--- src/assert_macros.svh ---
// assertion macros shared by the table rtl
// no dependencies
`ifndef ASSERT_MACROS_SVH
`define ASSERT_MACROS_SVH

// same-cycle implication
`define KVT_ASSERT_NOW(label, clk, rst_n, ante, cons, msg) \
    label: assert property (@(posedge clk) disable iff (!rst_n) (ante) |-> (cons)) \
        else $error(msg);

// next-cycle implication
`define KVT_ASSERT_NEXT(label, clk, rst_n, ante, cons, msg) \
    label: assert property (@(posedge clk) disable iff (!rst_n) (ante) |=> (cons)) \
        else $error(msg);

`endif

--- src/kvt_pkg.sv ---
// package for the integer key value table: codes, widths, defaults, command struct
// no dependencies
package kvt_pkg;

    localparam int DEF_ENTRIES    = 16;
    localparam int DEF_VALUE_BITS = 32;

    localparam int FUNC_W  = 2;
    localparam int KEY_W   = 32;
    localparam int VALUE_W = 32;
    localparam int STAT_W  = 2;
    localparam int COUNT_W = 5;

    localparam logic [FUNC_W-1:0] FUNC_SET = 2'd0;
    localparam logic [FUNC_W-1:0] FUNC_GET = 2'd1;
    localparam logic [FUNC_W-1:0] FUNC_DEL = 2'd2;

    localparam logic [STAT_W-1:0] ST_OK   = 2'd0;
    localparam logic [STAT_W-1:0] ST_MISS = 2'd1;
    localparam logic [STAT_W-1:0] ST_FULL = 2'd2;

    typedef struct packed {
        logic capture;
        logic exec;
        logic load;
    } kvt_cmd_t;

endpackage

--- src/kvt_ctrl.sv ---
// controller state machine for the key value table
// depends on kvt_pkg
module kvt_ctrl
    import kvt_pkg::*;
(
    input  logic     clk,
    input  logic     rst_n,
    input  logic     in_valid,
    output logic     in_stall,
    output logic     out_valid,
    input  logic     out_stall,
    output kvt_cmd_t cmd
);

    typedef enum logic [1:0] {
        S_IDLE,
        S_EXEC,
        S_LOAD
    } state_t;

    state_t state_reg, state_next;
    logic   out_valid_reg, out_valid_next;
    logic   load_ok;

    assign load_ok     = (state_reg == S_LOAD) && (!out_valid_reg || !out_stall);
    assign cmd.capture = (state_reg == S_IDLE) && in_valid;
    assign cmd.exec    = (state_reg == S_EXEC);
    assign cmd.load    = load_ok;
    assign in_stall    = (state_reg != S_IDLE);
    assign out_valid   = out_valid_reg;

    always_comb
    begin
        state_next     = state_reg;
        out_valid_next = out_valid_reg;
        if (out_valid_reg && !out_stall)
        begin
            out_valid_next = 1'b0;
        end
        case (state_reg)
            S_IDLE:
            begin
                if (in_valid)
                begin
                    state_next = S_EXEC;
                end
            end
            S_EXEC:
            begin
                state_next = S_LOAD;
            end
            S_LOAD:
            begin
                if (load_ok)
                begin
                    out_valid_next = 1'b1;
                    state_next     = S_IDLE;
                end
            end
            default:
            begin
                state_next = S_IDLE;
            end
        endcase
    end

    always_ff @(posedge clk or negedge rst_n)
    begin
        if (!rst_n)
        begin
            state_reg     <= S_IDLE;
            out_valid_reg <= 1'b0;
        end
        else
        begin
            state_reg     <= state_next;
            out_valid_reg <= out_valid_next;
        end
    end

endmodule

--- src/kvt_dpath.sv ---
// datapath for the key value table: key lanes, valid bits, value memory, count, result word
// depends on kvt_pkg
module kvt_dpath
    import kvt_pkg::*;
#(
    parameter int ENTRIES    = DEF_ENTRIES,
    parameter int VALUE_BITS = DEF_VALUE_BITS
)
(
    input  logic                     clk,
    input  logic                     rst_n,
    input  kvt_cmd_t                 cmd,
    input  logic [FUNC_W-1:0]        func,
    input  logic signed [KEY_W-1:0]  key,
    input  logic [VALUE_W-1:0]       value,
    output logic [STAT_W-1:0]        status,
    output logic [VALUE_W-1:0]       read_value,
    output logic [COUNT_W-1:0]       entry_count
);

    localparam int IDX_W = $clog2(ENTRIES);
    localparam int CNT_W = $clog2(ENTRIES + 1);

    logic [ENTRIES-1:0]    valid_reg;
    logic [KEY_W-1:0]      key_lane_reg [ENTRIES];
    logic [VALUE_BITS-1:0] value_mem [ENTRIES];
    logic [VALUE_BITS-1:0] rd_data_reg;
    logic [CNT_W-1:0]      count_reg;

    logic [FUNC_W-1:0]     func_reg;
    logic [KEY_W-1:0]      key_in_reg;
    logic [VALUE_W-1:0]    value_in_reg;
    logic [ENTRIES-1:0]    match_reg;
    logic [ENTRIES-1:0]    free_reg;

    logic [STAT_W-1:0]     res_status_reg;
    logic                  res_get_hit_reg;
    logic [STAT_W-1:0]     status_reg;
    logic [VALUE_W-1:0]    read_value_reg;
    logic [COUNT_W-1:0]    entry_count_reg;

    logic                  hit;
    logic                  free_any;
    logic [IDX_W-1:0]      hit_idx;
    logic [IDX_W-1:0]      free_idx;
    logic [IDX_W-1:0]      wr_idx;
    logic                  mem_we;
    logic                  mem_re;
    logic                  claim;
    logic                  release_slot;
    logic [STAT_W-1:0]     exec_status;
    logic [VALUE_BITS-1:0] wr_data;

    assign hit      = |match_reg;
    assign free_any = |free_reg;
    assign wr_idx   = hit ? hit_idx : free_idx;
    assign wr_data  = VALUE_BITS'({{VALUE_BITS{1'b0}}, value_in_reg});

    // lowest matching lane and lowest free lane
    always_comb
    begin
        hit_idx  = '0;
        free_idx = '0;
        for (int i = ENTRIES - 1; i >= 0; i--)
        begin
            if (match_reg[i])
            begin
                hit_idx = IDX_W'(i);
            end
            if (free_reg[i])
            begin
                free_idx = IDX_W'(i);
            end
        end
    end

    always_comb
    begin
        mem_we       = 1'b0;
        mem_re       = 1'b0;
        claim        = 1'b0;
        release_slot = 1'b0;
        exec_status  = ST_OK;
        case (func_reg)
            FUNC_SET:
            begin
                if (hit)
                begin
                    mem_we = 1'b1;
                end
                else if (free_any)
                begin
                    mem_we = 1'b1;
                    claim  = 1'b1;
                end
                else
                begin
                    exec_status = ST_FULL;
                end
            end
            FUNC_GET:
            begin
                if (hit)
                begin
                    mem_re = 1'b1;
                end
                else
                begin
                    exec_status = ST_MISS;
                end
            end
            FUNC_DEL:
            begin
                if (hit)
                begin
                    release_slot = 1'b1;
                end
                else
                begin
                    exec_status = ST_MISS;
                end
            end
            default:
            begin
                exec_status = ST_OK;
            end
        endcase
    end

    // control state: valid bits and occupancy
    always_ff @(posedge clk or negedge rst_n)
    begin
        if (!rst_n)
        begin
            valid_reg <= '0;
            count_reg <= '0;
        end
        else if (cmd.exec)
        begin
            if (claim)
            begin
                valid_reg[free_idx] <= 1'b1;
                count_reg           <= CNT_W'(count_reg + 1'b1);
            end
            else if (release_slot)
            begin
                valid_reg[hit_idx] <= 1'b0;
                count_reg          <= CNT_W'(count_reg - 1'b1);
            end
        end
    end

    // request capture and per-lane key compare
    always_ff @(posedge clk)
    begin
        if (cmd.capture)
        begin
            func_reg     <= func;
            key_in_reg   <= $unsigned(key);
            value_in_reg <= value;
            free_reg     <= ~valid_reg;
            for (int i = 0; i < ENTRIES; i++)
            begin
                match_reg[i] <= valid_reg[i] && (key_lane_reg[i] == $unsigned(key));
            end
        end
    end

    always_ff @(posedge clk)
    begin
        if (cmd.exec && claim)
        begin
            key_lane_reg[free_idx] <= key_in_reg;
        end
    end

    // value memory, one write and one registered read
    always_ff @(posedge clk)
    begin
        if (cmd.exec && mem_we)
        begin
            value_mem[wr_idx] <= wr_data;
        end
        if (cmd.exec && mem_re)
        begin
            rd_data_reg <= value_mem[hit_idx];
        end
    end

    always_ff @(posedge clk)
    begin
        if (cmd.exec)
        begin
            res_status_reg  <= exec_status;
            res_get_hit_reg <= mem_re;
        end
        if (cmd.load)
        begin
            status_reg      <= res_status_reg;
            read_value_reg  <= res_get_hit_reg ? VALUE_W'({{VALUE_W{1'b0}}, rd_data_reg})
                                               : '0;
            entry_count_reg <= COUNT_W'({{COUNT_W{1'b0}}, count_reg});
        end
    end

    assign status      = status_reg;
    assign read_value  = read_value_reg;
    assign entry_count = entry_count_reg;

endmodule

--- src/integer_key_value_table_top.sv ---
// top level of the integer key value table: controller plus datapath
// depends on kvt_pkg, kvt_ctrl, kvt_dpath, assert_macros.svh
//
//   channel   handshake               word fields
//   in        in_valid / in_stall     func, key, value
//   out       out_valid / out_stall   status, read_value, entry_count
//
// a request runs in order: the accept edge registers the per-lane key compare,
// the execute state updates valid bits, key lanes and the value memory (read on a get),
// and the load state loads the output register; the next word is taken after that
// a stalled result holds the load cycle until the output register frees up
// reset clears the valid bits and the count at once, keys and values need no clear
`include "assert_macros.svh"

module integer_key_value_table_top
    import kvt_pkg::*;
#(
    parameter int ENTRIES    = DEF_ENTRIES,
    parameter int VALUE_BITS = DEF_VALUE_BITS
)
(
    input  logic                     clk,
    input  logic                     rst_n,
    input  logic                     in_valid,
    output logic                     in_stall,
    input  logic [FUNC_W-1:0]        func,
    input  logic signed [KEY_W-1:0]  key,
    input  logic [VALUE_W-1:0]       value,
    output logic                     out_valid,
    input  logic                     out_stall,
    output logic [STAT_W-1:0]        status,
    output logic [VALUE_W-1:0]       read_value,
    output logic [COUNT_W-1:0]       entry_count
);

    kvt_cmd_t cmd;

    kvt_ctrl u_ctrl (
        .clk       (clk),
        .rst_n     (rst_n),
        .in_valid  (in_valid),
        .in_stall  (in_stall),
        .out_valid (out_valid),
        .out_stall (out_stall),
        .cmd       (cmd)
    );

    kvt_dpath #(
        .ENTRIES    (ENTRIES),
        .VALUE_BITS (VALUE_BITS)
    ) u_dpath (
        .clk         (clk),
        .rst_n       (rst_n),
        .cmd         (cmd),
        .func        (func),
        .key         (key),
        .value       (value),
        .status      (status),
        .read_value  (read_value),
        .entry_count (entry_count)
    );

    `KVT_ASSERT_NEXT(a_busy_after_accept, clk, rst_n, in_valid && !in_stall, in_stall && cmd.exec, "no execute after accept")
    `KVT_ASSERT_NEXT(a_load_shows_word, clk, rst_n, cmd.load, out_valid, "loaded result not presented")
    `KVT_ASSERT_NOW(a_status_code, clk, rst_n, out_valid, (status == ST_OK) || (status == ST_MISS) || (status == ST_FULL), "bad status code")
    `KVT_ASSERT_NOW(a_zero_on_fail, clk, rst_n, out_valid && (status != ST_OK), read_value == '0, "read value set on failed request")
    `KVT_ASSERT_NOW(a_count_bound, clk, rst_n, out_valid && (ENTRIES < 32), 32'(entry_count) <= ENTRIES, "entry count above table size")

endmodule

--- config.mk ---
export PLATFORM = sky130hd
export DESIGN_NAME = integer_key_value_table_top
export DESIGN_NICKNAME = d
export VERILOG_FILES = /design/src/kvt_pkg.sv /design/src/kvt_ctrl.sv /design/src/kvt_dpath.sv /design/src/integer_key_value_table_top.sv
export VERILOG_INCLUDE_DIRS = /design/src /design/src/src
export SDC_FILE = /design/constraint.sdc
export NUM_CORES = 1
export LEC_CHECK = 0
export CAP_MARGIN = 20
export CORE_MARGIN = 2
export CORE_UTILIZATION = 57
export CTS_CLUSTER_DIAMETER = 80
export DETAILED_ROUTE_END_ITERATION = 7
export DONT_BUFFER_PORTS = 1
export PLACE_DENSITY_LB_ADDON = 0.15
export SETUP_SLACK_MARGIN = 0.2
export SKIP_CTS_REPAIR_TIMING = 1
export SKIP_LAST_GASP = 1
export SYNTH_ARGS = -nofsm -noshare
export SYNTH_HDL_FRONTEND = slang
export SYNTH_SLANG_ARGS = --single-unit
--- constraint.sdc ---
create_clock -name clk -period 11.7 [get_ports clk]
set_input_delay 0.585 -clock clk [delete_from_list [all_inputs] [get_ports clk]]
set_output_delay 0.585 -clock clk [all_outputs]
set_load 0.005 [all_outputs]
Word-level counts from Yosys, hierarchy flattened

Memory sizes are Yosys's and may differ from the RTL's. A register that Yosys moved wholly into a read port is not among the register bits.
Index checks and enable logic that the tools add are counted.

Register bits after elaboration: 164
Bits in latches: 0
Memory bits (writable): 1024
ROM bits: 0
Bits of input ports: 70
Output and inout bits: 41
Word-level logic and storage cells: 147
Memories: 2

$add $sub $neg: 2
$mul: 0
Divide/modulo/power cells: 0
Magnitude comparators: 4
Eq/ne operators: 22
Shift operators: 0
Muxes and demuxes: 63
Bitwise gates (word level): 4
Reduce and logical (&&, ||, !) cells: 36

Memory list:

| name                 | words | width | read ports | clocked after memory_dff | wr ports | line            | RTL |
|---|---|---|---|---|---|---|---|
| u_dpath.key_lane_reg | 16    | 32    | 16         | 0                        | 1        | kvt_dpath.sv:25 | `logic [KEY_W-1:0] key_lane_reg [ENTRIES];` |
| u_dpath.value_mem    | 16    | 32    | 1          | 1                        | 1        | kvt_dpath.sv:26 | `logic [VALUE_BITS-1:0] value_mem [ENTRIES];` |

Operators with widths:

| kind                                                                                | number |
|---|---|
| 32-bit == test                                                                      | 16 |
| 4-bit two-way mux                                                                   | 33 |
| 16-bit two-way mux                                                                  | 2 |
| 16-bit inverter                                                                     | 2 |
| 16-bit OR reduction                                                                 | 2 |
| 1-bit logical AND                                                                   | 24 |
| 1-bit two-way mux                                                                   | 18 |
| 16-bit AND                                                                          | 1 |
| 16-bit bitwise OR                                                                   | 1 |
| 4-bit by 5-bit < comparator with 1-bit output, second input constant                | 2 |
| 5-bit two-way mux                                                                   | 2 |
| 1-bit demux with 4-bit select                                                       | 2 |
| 4-bit by 1-bit greater-or-equal comparator with 1-bit output, second input constant | 2 |
| 2-bit two-way mux                                                                   | 4 |
| 2-bit one-hot mux with 3 select lines                                               | 1 |
| 5-bit by 1-bit adder with 5-bit output, second input constant                       | 1 |
| 5-bit by 1-bit subtractor with 5-bit output, second input constant                  | 1 |
| 2-bit by 1-bit == test with 1-bit output, second input constant                     | 2 |
| 2-bit == test, second input constant                                                | 2 |
| 2-bit logical NOT                                                                   | 2 |
| 2-bit one-hot mux with 2 select lines                                               | 1 |
| 2-bit AND reduction                                                                 | 2 |
| 2-bit nonzero test                                                                  | 2 |
| 1-bit logical NOT                                                                   | 2 |
| 4 further kinds                                                                     | 4 |

Depth between registers and ports, before layout

Gate-level depths: netlist of the first run.

Word-level depth: 24
Depth in mapped cells: 13
Depth with buffers taken out: 12

Hierarchy

Synthesis of the first run repeated with hierarchy kept, for this count alone.

Cell total of the unflattened synthesis: 2882
Area total of the unflattened synthesis: 48270.0 um^2

Modules (own cells, without submodules):

| module    | instances | cells each | area an instance (um^2) | seq. area each (um^2) |
|---|---|---|---|---|
| kvt_dpath | 1         | 2867       | 48129.9                 | 36439.9 |
| kvt_ctrl  | 1         | 15         | 140.1                   | 75.1 |

Worst setup path before layout of the first run

Ideal clock, no wire load.

Kind: reg-to-reg
Start: reg u_ctrl.state_reg[1]
End: reg u_dpath.free_reg[0], enable pin
Setup time: 0.555 ns
Data arrival time: 4.779 ns
Required time: 11.145 ns
Slack: 6.366 ns
Stages on the path, launching flop included: 3
Path buffers: 0
Clock period less this slack: 5.334 ns
Path through: dfrtp_1 or2_2 nor2_1

RTL lines:

| what                   | line             | RTL |
|---|---|---|
| from (decl)            | kvt_ctrl.sv:21   | `state_t state_reg, state_next;` |
| from (signal assigned) | kvt_ctrl.sv:76   | `state_reg <= state_next;` |
| to (signal assigned)   | kvt_dpath.sv:161 | `free_reg <= ~valid_reg;` |
| to (decl)              | kvt_dpath.sv:34  | `logic [ENTRIES-1:0] free_reg;` |

Worst setup path in the final report of the first run

Start: reg u_dpath.match_reg[3]
End: reg u_dpath.rd_data_reg[3], read port of u_dpath.value_mem, data pin

Longest elaborated chain between the ends: 4
Elaborated cells on any way between the ends: 8

RTL lines:

| what                                                     | line                              | RTL |
|---|---|---|
| from (decl)                                              | kvt_dpath.sv:33                   | `logic [ENTRIES-1:0] match_reg;` |
| from (signal, indexed assignment)                        | kvt_dpath.sv:164                  | `match_reg[i] <= valid_reg[i] && (key_lane_reg[i] == $unsigned(key));` |
| 16-bit OR reduction or 4-bit two-way mux (tied branches) | kvt_dpath.sv:54, kvt_dpath.sv:66  |  |
| 1-bit two-way mux or 4-bit two-way mux (tied branches)   | kvt_dpath.sv:103, kvt_dpath.sv:66 |  |
| 1-bit two-way mux or 4-bit two-way mux (tied branches)   | kvt_dpath.sv:84, kvt_dpath.sv:66  |  |
| 1-bit logical AND or 4-bit two-way mux (tied branches)   | kvt_dpath.sv:184, kvt_dpath.sv:66 |  |
| to (decl)                                                | kvt_dpath.sv:27                   | `logic [VALUE_BITS-1:0] rd_data_reg;` |

Parallel ways exist; a longest one is shown, timed or not.
A chain may end at the register's enable or synchronous reset.

==> impl_results.rst, run 1 <==
.. list-table::
   :header-rows: 1

   * - Metric
     - Value
   * - Status
     - finished, final reports clean
   * - Clock tree from TritonCTS
     - built
   * - Startpoint types
     - register
   * - Number of antenna violations at the first check in global routing
     - 2
   * - Crit path kind
     - register to register
   * - Via count of the first global-routing pass
     - between 20000 and 30000
   * - Static leakage
     - about 0.018 uW
   * - Hold Path Stages
     - 0
   * - Total nets after synthesis
     - between 2000 and 3000
   * - Setup slack on the worst flop-to-flop path
     - between 6 and 7 ns
   * - Total negative setup slack
     - 0 ns
   * - Hold path endpoint
     - u_dpath.key_in_reg[23]
   * - Worst reg2reg path depth
     - 7
   * - Met2 GRT Util
     - a little under half
   * - Iteration count of the initial detailed-routing pass
     - 6
   * - Gr ovfl total
     - 0
   * - Pin count of the biggest net entering global routing
     - 69
   * - Die Y-Extent
     - about 290 um
   * - Critical-path maximum fanout
     - 68
   * - Clock transition at the register clock pins on the worst setup and hold paths after CTS
     - 0.06 ns
   * - Worst Skew
     - between 0.06 and 0.07 ns
   * - Post-detailed-route DRC marker count
     - 0
   * - Count of max-cap constraint violations
     - 0
   * - Count of boundary I/O pins
     - 111
   * - Worst endpoint required time
     - 12.12 ns
   * - Std-Cell Rows
     - 106
   * - Fill cell count
     - 5619
   * - FF-to-FF Start
     - u_dpath.match_reg[3]
   * - Endpoint of the worst register-to-register path
     - u_dpath.rd_data_reg[3]
   * - Final critical-path share of the clock period
     - 43.4%
   * - Synth-to-layout area growth
     - 13.8%
   * - Total number of H-tree levels
     - 3
   * - Adder-cell area share of the yosys netlist
     - 0.225%
   * - Met3 capacity usage during global routing
     - 6.33%
   * - First-pass GRT wire length
     - 180000 um
   * - Core box area
     - 83400 um2
   * - Clock network latency to the later pin of the worst-skew pair
     - 0.71 ns
   * - Netlist area before placement
     - 47900 um2
   * - Cts bufs inserted
     - 119
   * - Yosys synthesis warning count
     - 0
   * - Fraction of the mapped netlist area in compound gates
     - 3.53%
   * - Number of violations reported at the end of detailed-routing iteration 0
     - about 3400
   * - Port Buf Inserts
     - 0
   * - Synth Area in XOR/XNOR
     - 9.33%
   * - Final layout net count
     - between 3000 and 4000
   * - Total length of routed wires
     - 127000 um
   * - GRT met1 Usage
     - a little over two fifths
   * - Seq/Total Area, Yosys
     - 76.3%
   * - HP Start
     - key[23]
   * - Simple-gate share of the synthesized area
     - 6.74%
   * - Max-slew headroom
     - 3.78%
   * - Average via count per standard cell
     - 6.31
   * - Clk sink count
     - around 1200
   * - Area taken by flip-flops and latches
     - between 30000 and 40000 um2
   * - Area used by multi-input combinational logic
     - 11000 um2
   * - Final number of setup-violating endpoints
     - 0
   * - Number of synthesized register bits
     - 1220
   * - Fraction of final layout cells sized beyond drive strength 1
     - 9.39%
   * - Hold violation total from the final report
     - 0
   * - Die width
     - 294 um
   * - Post-synth EDFFs
     - ~1200
   * - Maximum root-to-sink buffer count
     - 3
   * - Total GRT Usage
     - 29.5%
   * - Min Hold Slack
     - 0.0496 ns
   * - Total cell area at the placement stage
     - 49500 um2
   * - Starting density of the core
     - 57.4%
   * - Clock period minus final worst setup slack
     - 5.07 ns
   * - Number of slew-limit violations in the final report
     - 0
   * - Overall via count from detail_route
     - 26643
   * - Worst hold path type
     - input pin to register
   * - Power Density
     - about 180 nW/um2
   * - CTS root buf
     - clkbuf_16
   * - Setup repair after global routing missed its margin
     - false
   * - Estimated wirelength of the detail-placed design
     - between 70000 and 80000 um
   * - Overall die area
     - 86300 um2
   * - Max frequency
     - 0.197 GHz
   * - Number of routed nets with antenna violations
     - 0
   * - Largest family of logic cells by synthesized area
     - XOR/XNOR gates
   * - Dominant synthesized flop cell
     - edfxtp_1
   * - Peak supply drop
     - between 0.15 and 0.2 mV
   * - Worst path arrival time
     - 5.49 ns
   * - Average wire per standard cell
     - a little over 30 um
   * - Most Crowded Layer GR
     - met2
   * - Count of distinct cell types in the synthesized netlist
     - 55
   * - Syn Area/Cell
     - around 16 um2
   * - Most used cells in the layout excluding fill and tap cells
     - edfxtp_1 (1196), xnor2_1 (428), nand2_1 (221), clkbuf_16 (122), nand4_1 (110)
   * - Element type at the critical path end
     - register
   * - Global placer's final weighted congestion
     - 0.887
   * - Post-Synthesis Cells
     - 2919
   * - Async S/R FF share, synth
     - 1.97%
   * - Least-Margin Pin Slew
     - between 1 and 1.5 ns
   * - Design area
     - between 50000 and 60000 um2
   * - Proportion of synthesized area in mux cells
     - 2.42%
   * - Most common cell after layout, fill and taps aside
     - edfxtp_1
==> per-layer routing <==
metal | share of wire, % | vias up
met2 | 46 | 1552
met3 | 11 | 217
met1 | 40 | 13573
li1 | - | 11299
met4 | 2.8 | 2
met5 | 0.010 | -
==> final cells by class <==
class                   instances  share of cell area [%]
flip-flops and latches       1220                    67.0
well taps                    1080                    2.48
diodes                          1                 0.00459
multi-input cells            1527                    20.1
clock inverters                78                    1.84
repair buffers                132                    2.49
inverters                      40                   0.276
clock buffers                 143                    5.75
==> cell usage after synthesis (49+ instances only) <==
| cell type | count | area share [%] |
|---|---|---|
| o22ai_1 | 49 | 0.64 |
| nor4_1 | 61 | 0.80 |
| nand4_1 | 110 | 1.4 |
| nand3_1 | 55 | 0.58 |
| xnor2_1 | 428 | 7.8 |
| mux2i_1 | 102 | 2.1 |
| edfxtp_1 | 1196 | 75 |
| nor2_1 | 57 | 0.45 |
| xor2_1 | 82 | 1.5 |
| clkbuf_1 | 103 | 0.81 |
| nand2_1 | 221 | 1.7 |
| a21oi_1 | 103 | 1.1 |
==> cell families (layout without fill, tap and decap cells) <==
group                      Yosys count  in the layout
adders and majority gates            8              8
and+or+nand+nor                    629            629
xor gates and xnor gates           510            510
AOI/OAI and AO/OA                  266            266
muxes                              114            114
DFF                               1220           1220
other                                0              1
buffers and inverters              172            393
==> critical path, stage by stage (launching register included) <==
cell      delay, ns
edfxtp_1       0.50
nor4_1         0.88
a221o_4        0.70
a21o_4         0.81
buf_4          0.85
mux2i_1        0.31
o22ai_1        0.09
or4_1          0.55
==> through the flow <==
| stage | setup WS, ns | total power (uW) | util (%) | instances |
|---|---|---|---|---|
| floorplan | 6.37 | 5680 | - | 2919 |
| global route | 6.34 | 10200 | 65.3 | 4220 |
| detailed placement | 6.67 | 5970 | 59.3 | 3923 |
| global placement | 6.87 | 5930 | 59.1 | 3916 |
| finish | 6.63 | 9940 | 65.3 | 4221 |
| CTS | 6.65 | 9940 | 64.3 | 4144 |
==> where the power goes <==
group          internal [uW]  switching, uW  leakage (uW)  total, uW
logic                    252            404       0.00455        656
clock network           2410           1620       0.00201       4020
registers               5030            231        0.0111       5260
==> how the worst max path moves through the flow <==
stage	startpoint	to	slack, ns	cells past startpoint
CTS	u_dpath.match_reg[3]	u_dpath.value_mem[15][22]	6.65	6
floorplan	u_ctrl.state_reg[1]	u_dpath.free_reg[0]	6.37	2
detailed placement	u_dpath.match_reg[3]	u_dpath.rd_data_reg[22]	6.67	7
global route	u_dpath.match_reg[3]	u_dpath.rd_data_reg[21]	6.34	7
finish	u_dpath.match_reg[3]	u_dpath.rd_data_reg[3]	6.63	7
global placement	u_dpath.match_reg[3]	u_dpath.value_mem[15][17]	6.87	6
(Power assumes the default switching activity.)
==> inputs of run 2 (changes only) <==
==> constraint.sdc (replaced) <==
create_clock -name clk -period 4.1 [get_ports clk]
set_input_delay 0.205 -clock clk [delete_from_list [all_inputs] [get_ports clk]]
set_output_delay 0.205 -clock clk [all_outputs]
set_load 0.005 [all_outputs]
==> impl_results.rst, run 2 (synthesis results as in run 1) <==
.. list-table::
   :header-rows: 1

   * - Metric
     - Value
   * - Status
     - finished with violations
   * - Violated checks
     - negative hold slack
   * - Number of antenna violations at the first check in global routing
     - 7
   * - CTS root buf
     - clkbuf_16
   * - Overall die area
     - roughly 86000 um2
   * - Count of boundary I/O pins
     - 111
   * - Crit path kind
     - register to register
   * - Pin count of the biggest net entering global routing
     - 129
   * - Power dissipated by switching net loads
     - 6470 uW
   * - Post-detailed-route DRC marker count
     - 0
   * - FF-to-FF Start
     - u_dpath.match_reg[5]
   * - Count of max-cap constraint violations
     - 0
   * - Clk sink count
     - around 1200
   * - Number of violations reported at the end of detailed-routing iteration 0
     - 3880
   * - Final layout net count
     - 3142
   * - Global placer's final weighted congestion
     - 0.899
   * - Via count of the first global-routing pass
     - 25930
   * - Std-Cell Rows
     - between 100 and 150
   * - Worst Skew
     - a little under 0.03 ns
   * - Average wire per standard cell
     - 30.9 um
   * - Maximum root-to-sink buffer count
     - 3
   * - Area used by multi-input combinational logic
     - 11000 um2
   * - Startpoint types
     - register
   * - Total number of H-tree levels
     - 3
   * - Clock transition at the register clock pins on the worst setup and hold paths after CTS
     - 0.06 ns
   * - Worst endpoint required time
     - 4.53 ns
   * - Dpl cells
     - 3947
   * - Power consumption
     - roughly 28000 uW
   * - Area taken by flip-flops and latches
     - 36500 um2
   * - Worst setup endpoint
     - u_dpath.rd_data_reg[21]
   * - Endpoint of the worst register-to-register path
     - u_dpath.rd_data_reg[21]
   * - Clock power frac
     - about two fifths
   * - Peak supply drop
     - 0.543 mV
   * - Starting density of the core
     - around 57%
   * - Static leakage
     - 0.0176 uW
   * - Setup repair after global routing missed its margin
     - false
   * - Clock network latency to the later pin of the worst-skew pair
     - about 0.70 ns
   * - Fill cell count
     - around 5600
   * - Design area
     - 54400 um2
   * - Max frequency
     - about 0.28 GHz
   * - Power Density
     - 507 nW/um2
   * - Most common cell after layout, fill and taps aside
     - edfxtp_1
   * - Cts bufs inserted
     - 120
   * - Setup slack on the worst flop-to-flop path
     - 0.58 ns
   * - Crit path setup slack, layout
     - 0.578 ns
   * - Worst path arrival time
     - 3.95 ns
   * - Hold violation total from the final report
     - 1
   * - Sequential share of power
     - 54.4%
   * - Switching part of the total
     - roughly a quarter
   * - Final number of setup-violating endpoints
     - 0
   * - Critical-path maximum fanout
     - 128
   * - Overall via count from detail_route
     - 26698
   * - Element type at the critical path end
     - register
   * - Port Buf Inserts
     - 0
   * - Clock tree from TritonCTS
     - built
   * - Pre-CTS setup slack
     - approximately 0.63 ns
   * - Estimated wirelength of the detail-placed design
     - 72500 um
   * - Total length of routed wires
     - 131000 um
   * - Worst reg2reg path depth
     - 8
   * - Die Y-Extent
     - 294 um
   * - Inserted Diodes
     - 0
   * - Source of the critical timing path
     - u_dpath.match_reg[5]
   * - Total GRT Usage
     - 29.4%
   * - Number of slew-limit violations in the final report
     - 0
   * - Min Hold Slack
     - -0.00623 ns
   * - Final cell count without fillers
     - 4245
   * - Max-slew headroom
     - 15.9%
   * - Average via count per standard cell
     - 6.29
   * - Internal Dissipation
     - 21100 uW
   * - Gr ovfl total
     - 0
   * - Fraction of final layout cells sized beyond drive strength 1
     - around a tenth
   * - Number of routed nets with antenna violations
     - 0
   * - Iteration count of the initial detailed-routing pass
     - 6
   * - Final critical-path share of the clock period
     - 85.9%
   * - Worst hold path type
     - input pin to register
   * - Synth-to-layout area growth
     - 13.7%
   * - Logic pwr share
     - 7.3%
   * - Core box area
     - 83400 um2
   * - Final core utilization
     - about two thirds
   * - Most used cells in the layout excluding fill and tap cells
     - edfxtp_1 (1196), xnor2_1 (428), nand2_1 (221), clkbuf_16 (123), nand4_1 (110)
   * - Least-Margin Pin Slew
     - 1.26 ns
   * - First-pass GRT wire length
     - ~180000 um
   * - Die width
     - 294 um
   * - Clock period minus final worst setup slack
     - 3.52 ns
   * - Total cell area at the placement stage
     - 49800 um2
run 2: cell count changes in the layout (fill, tap and decap cells not counted), moves of 2 or more:
cell	previous run	this run
clkinv_2	21	28
clkinv_1	25	27
dlygate4sd3_1	66	69
nor3_4	0	3
buf_12	6	16
bufinv_16	23	8
clkbuf_1	21	29
buf_4	50	65
nor3_2	7	4
buf_16	6	4
clkinv_8	2	0
run 2: layout make-up:
class / count / area share [%]
Tap cell: 1080 / 2.48
Clock inverter: 71 / 1.09
Sequential cell: 1220 / 67.1
Multi-Input combinational cell: 1527 / 20.2
Inverter: 40 / 0.276
Timing Repair Buffer: 155 / 2.99
Clock buffer: 152 / 5.86
run 2: stage by stage:
step	TNS, ns	hold WS, ns
global placement	0	-0.0897
finish	0	-0.00623
floorplan	-115.33	-0.0906
CTS	0	-0.833
detailed placement	0	-0.0899
global route	0	-0.00271
run 2: how the worst min path moves through the flow:
stage,start,end,slack (ns),cells after the start
final,key[7],u_dpath.match_reg[14],-0.006,3
after global routing,key[3],u_dpath.match_reg[3],-0.003,3
after CTS,rst_n,u_ctrl.state_reg[1],-0.83,0
after detailed placement,rst_n,u_ctrl.out_valid,-0.09,0
after global placement,rst_n,u_ctrl.state_reg[0],-0.09,0
after floorplan,rst_n,u_ctrl.out_valid,-0.09,0
run 2: critical path, stage by stage, from the launching register on:
cell,delay (ns)
edfxtp_1,0.47
nor2_1,0.08
a221o_1,0.44
a221o_4,0.50
a21o_4,0.25
buf_12,0.23
mux2i_1,0.33
o22ai_1,0.15
or4_1,0.57
run 2: power groups by stage:
stage	Sequential, uW	Combinational, uW	Clock (uW)
final	15000	2020	10500
after floorplan	14900	1350	0
after global placement	15300	1740	0
after CTS	15000	1820	10600
after global routing	15000	2170	11100
after detailed placement	15300	1810	0
run 2: routing by layer:
layer	track usage [%]	wire length [um]	part of all wire (%)
met1	40.9	50400	38
met2	47.7	62800	48
met3	5.17	13800	11
met4	9.15	4130	3.1
met5	0	55	0.042
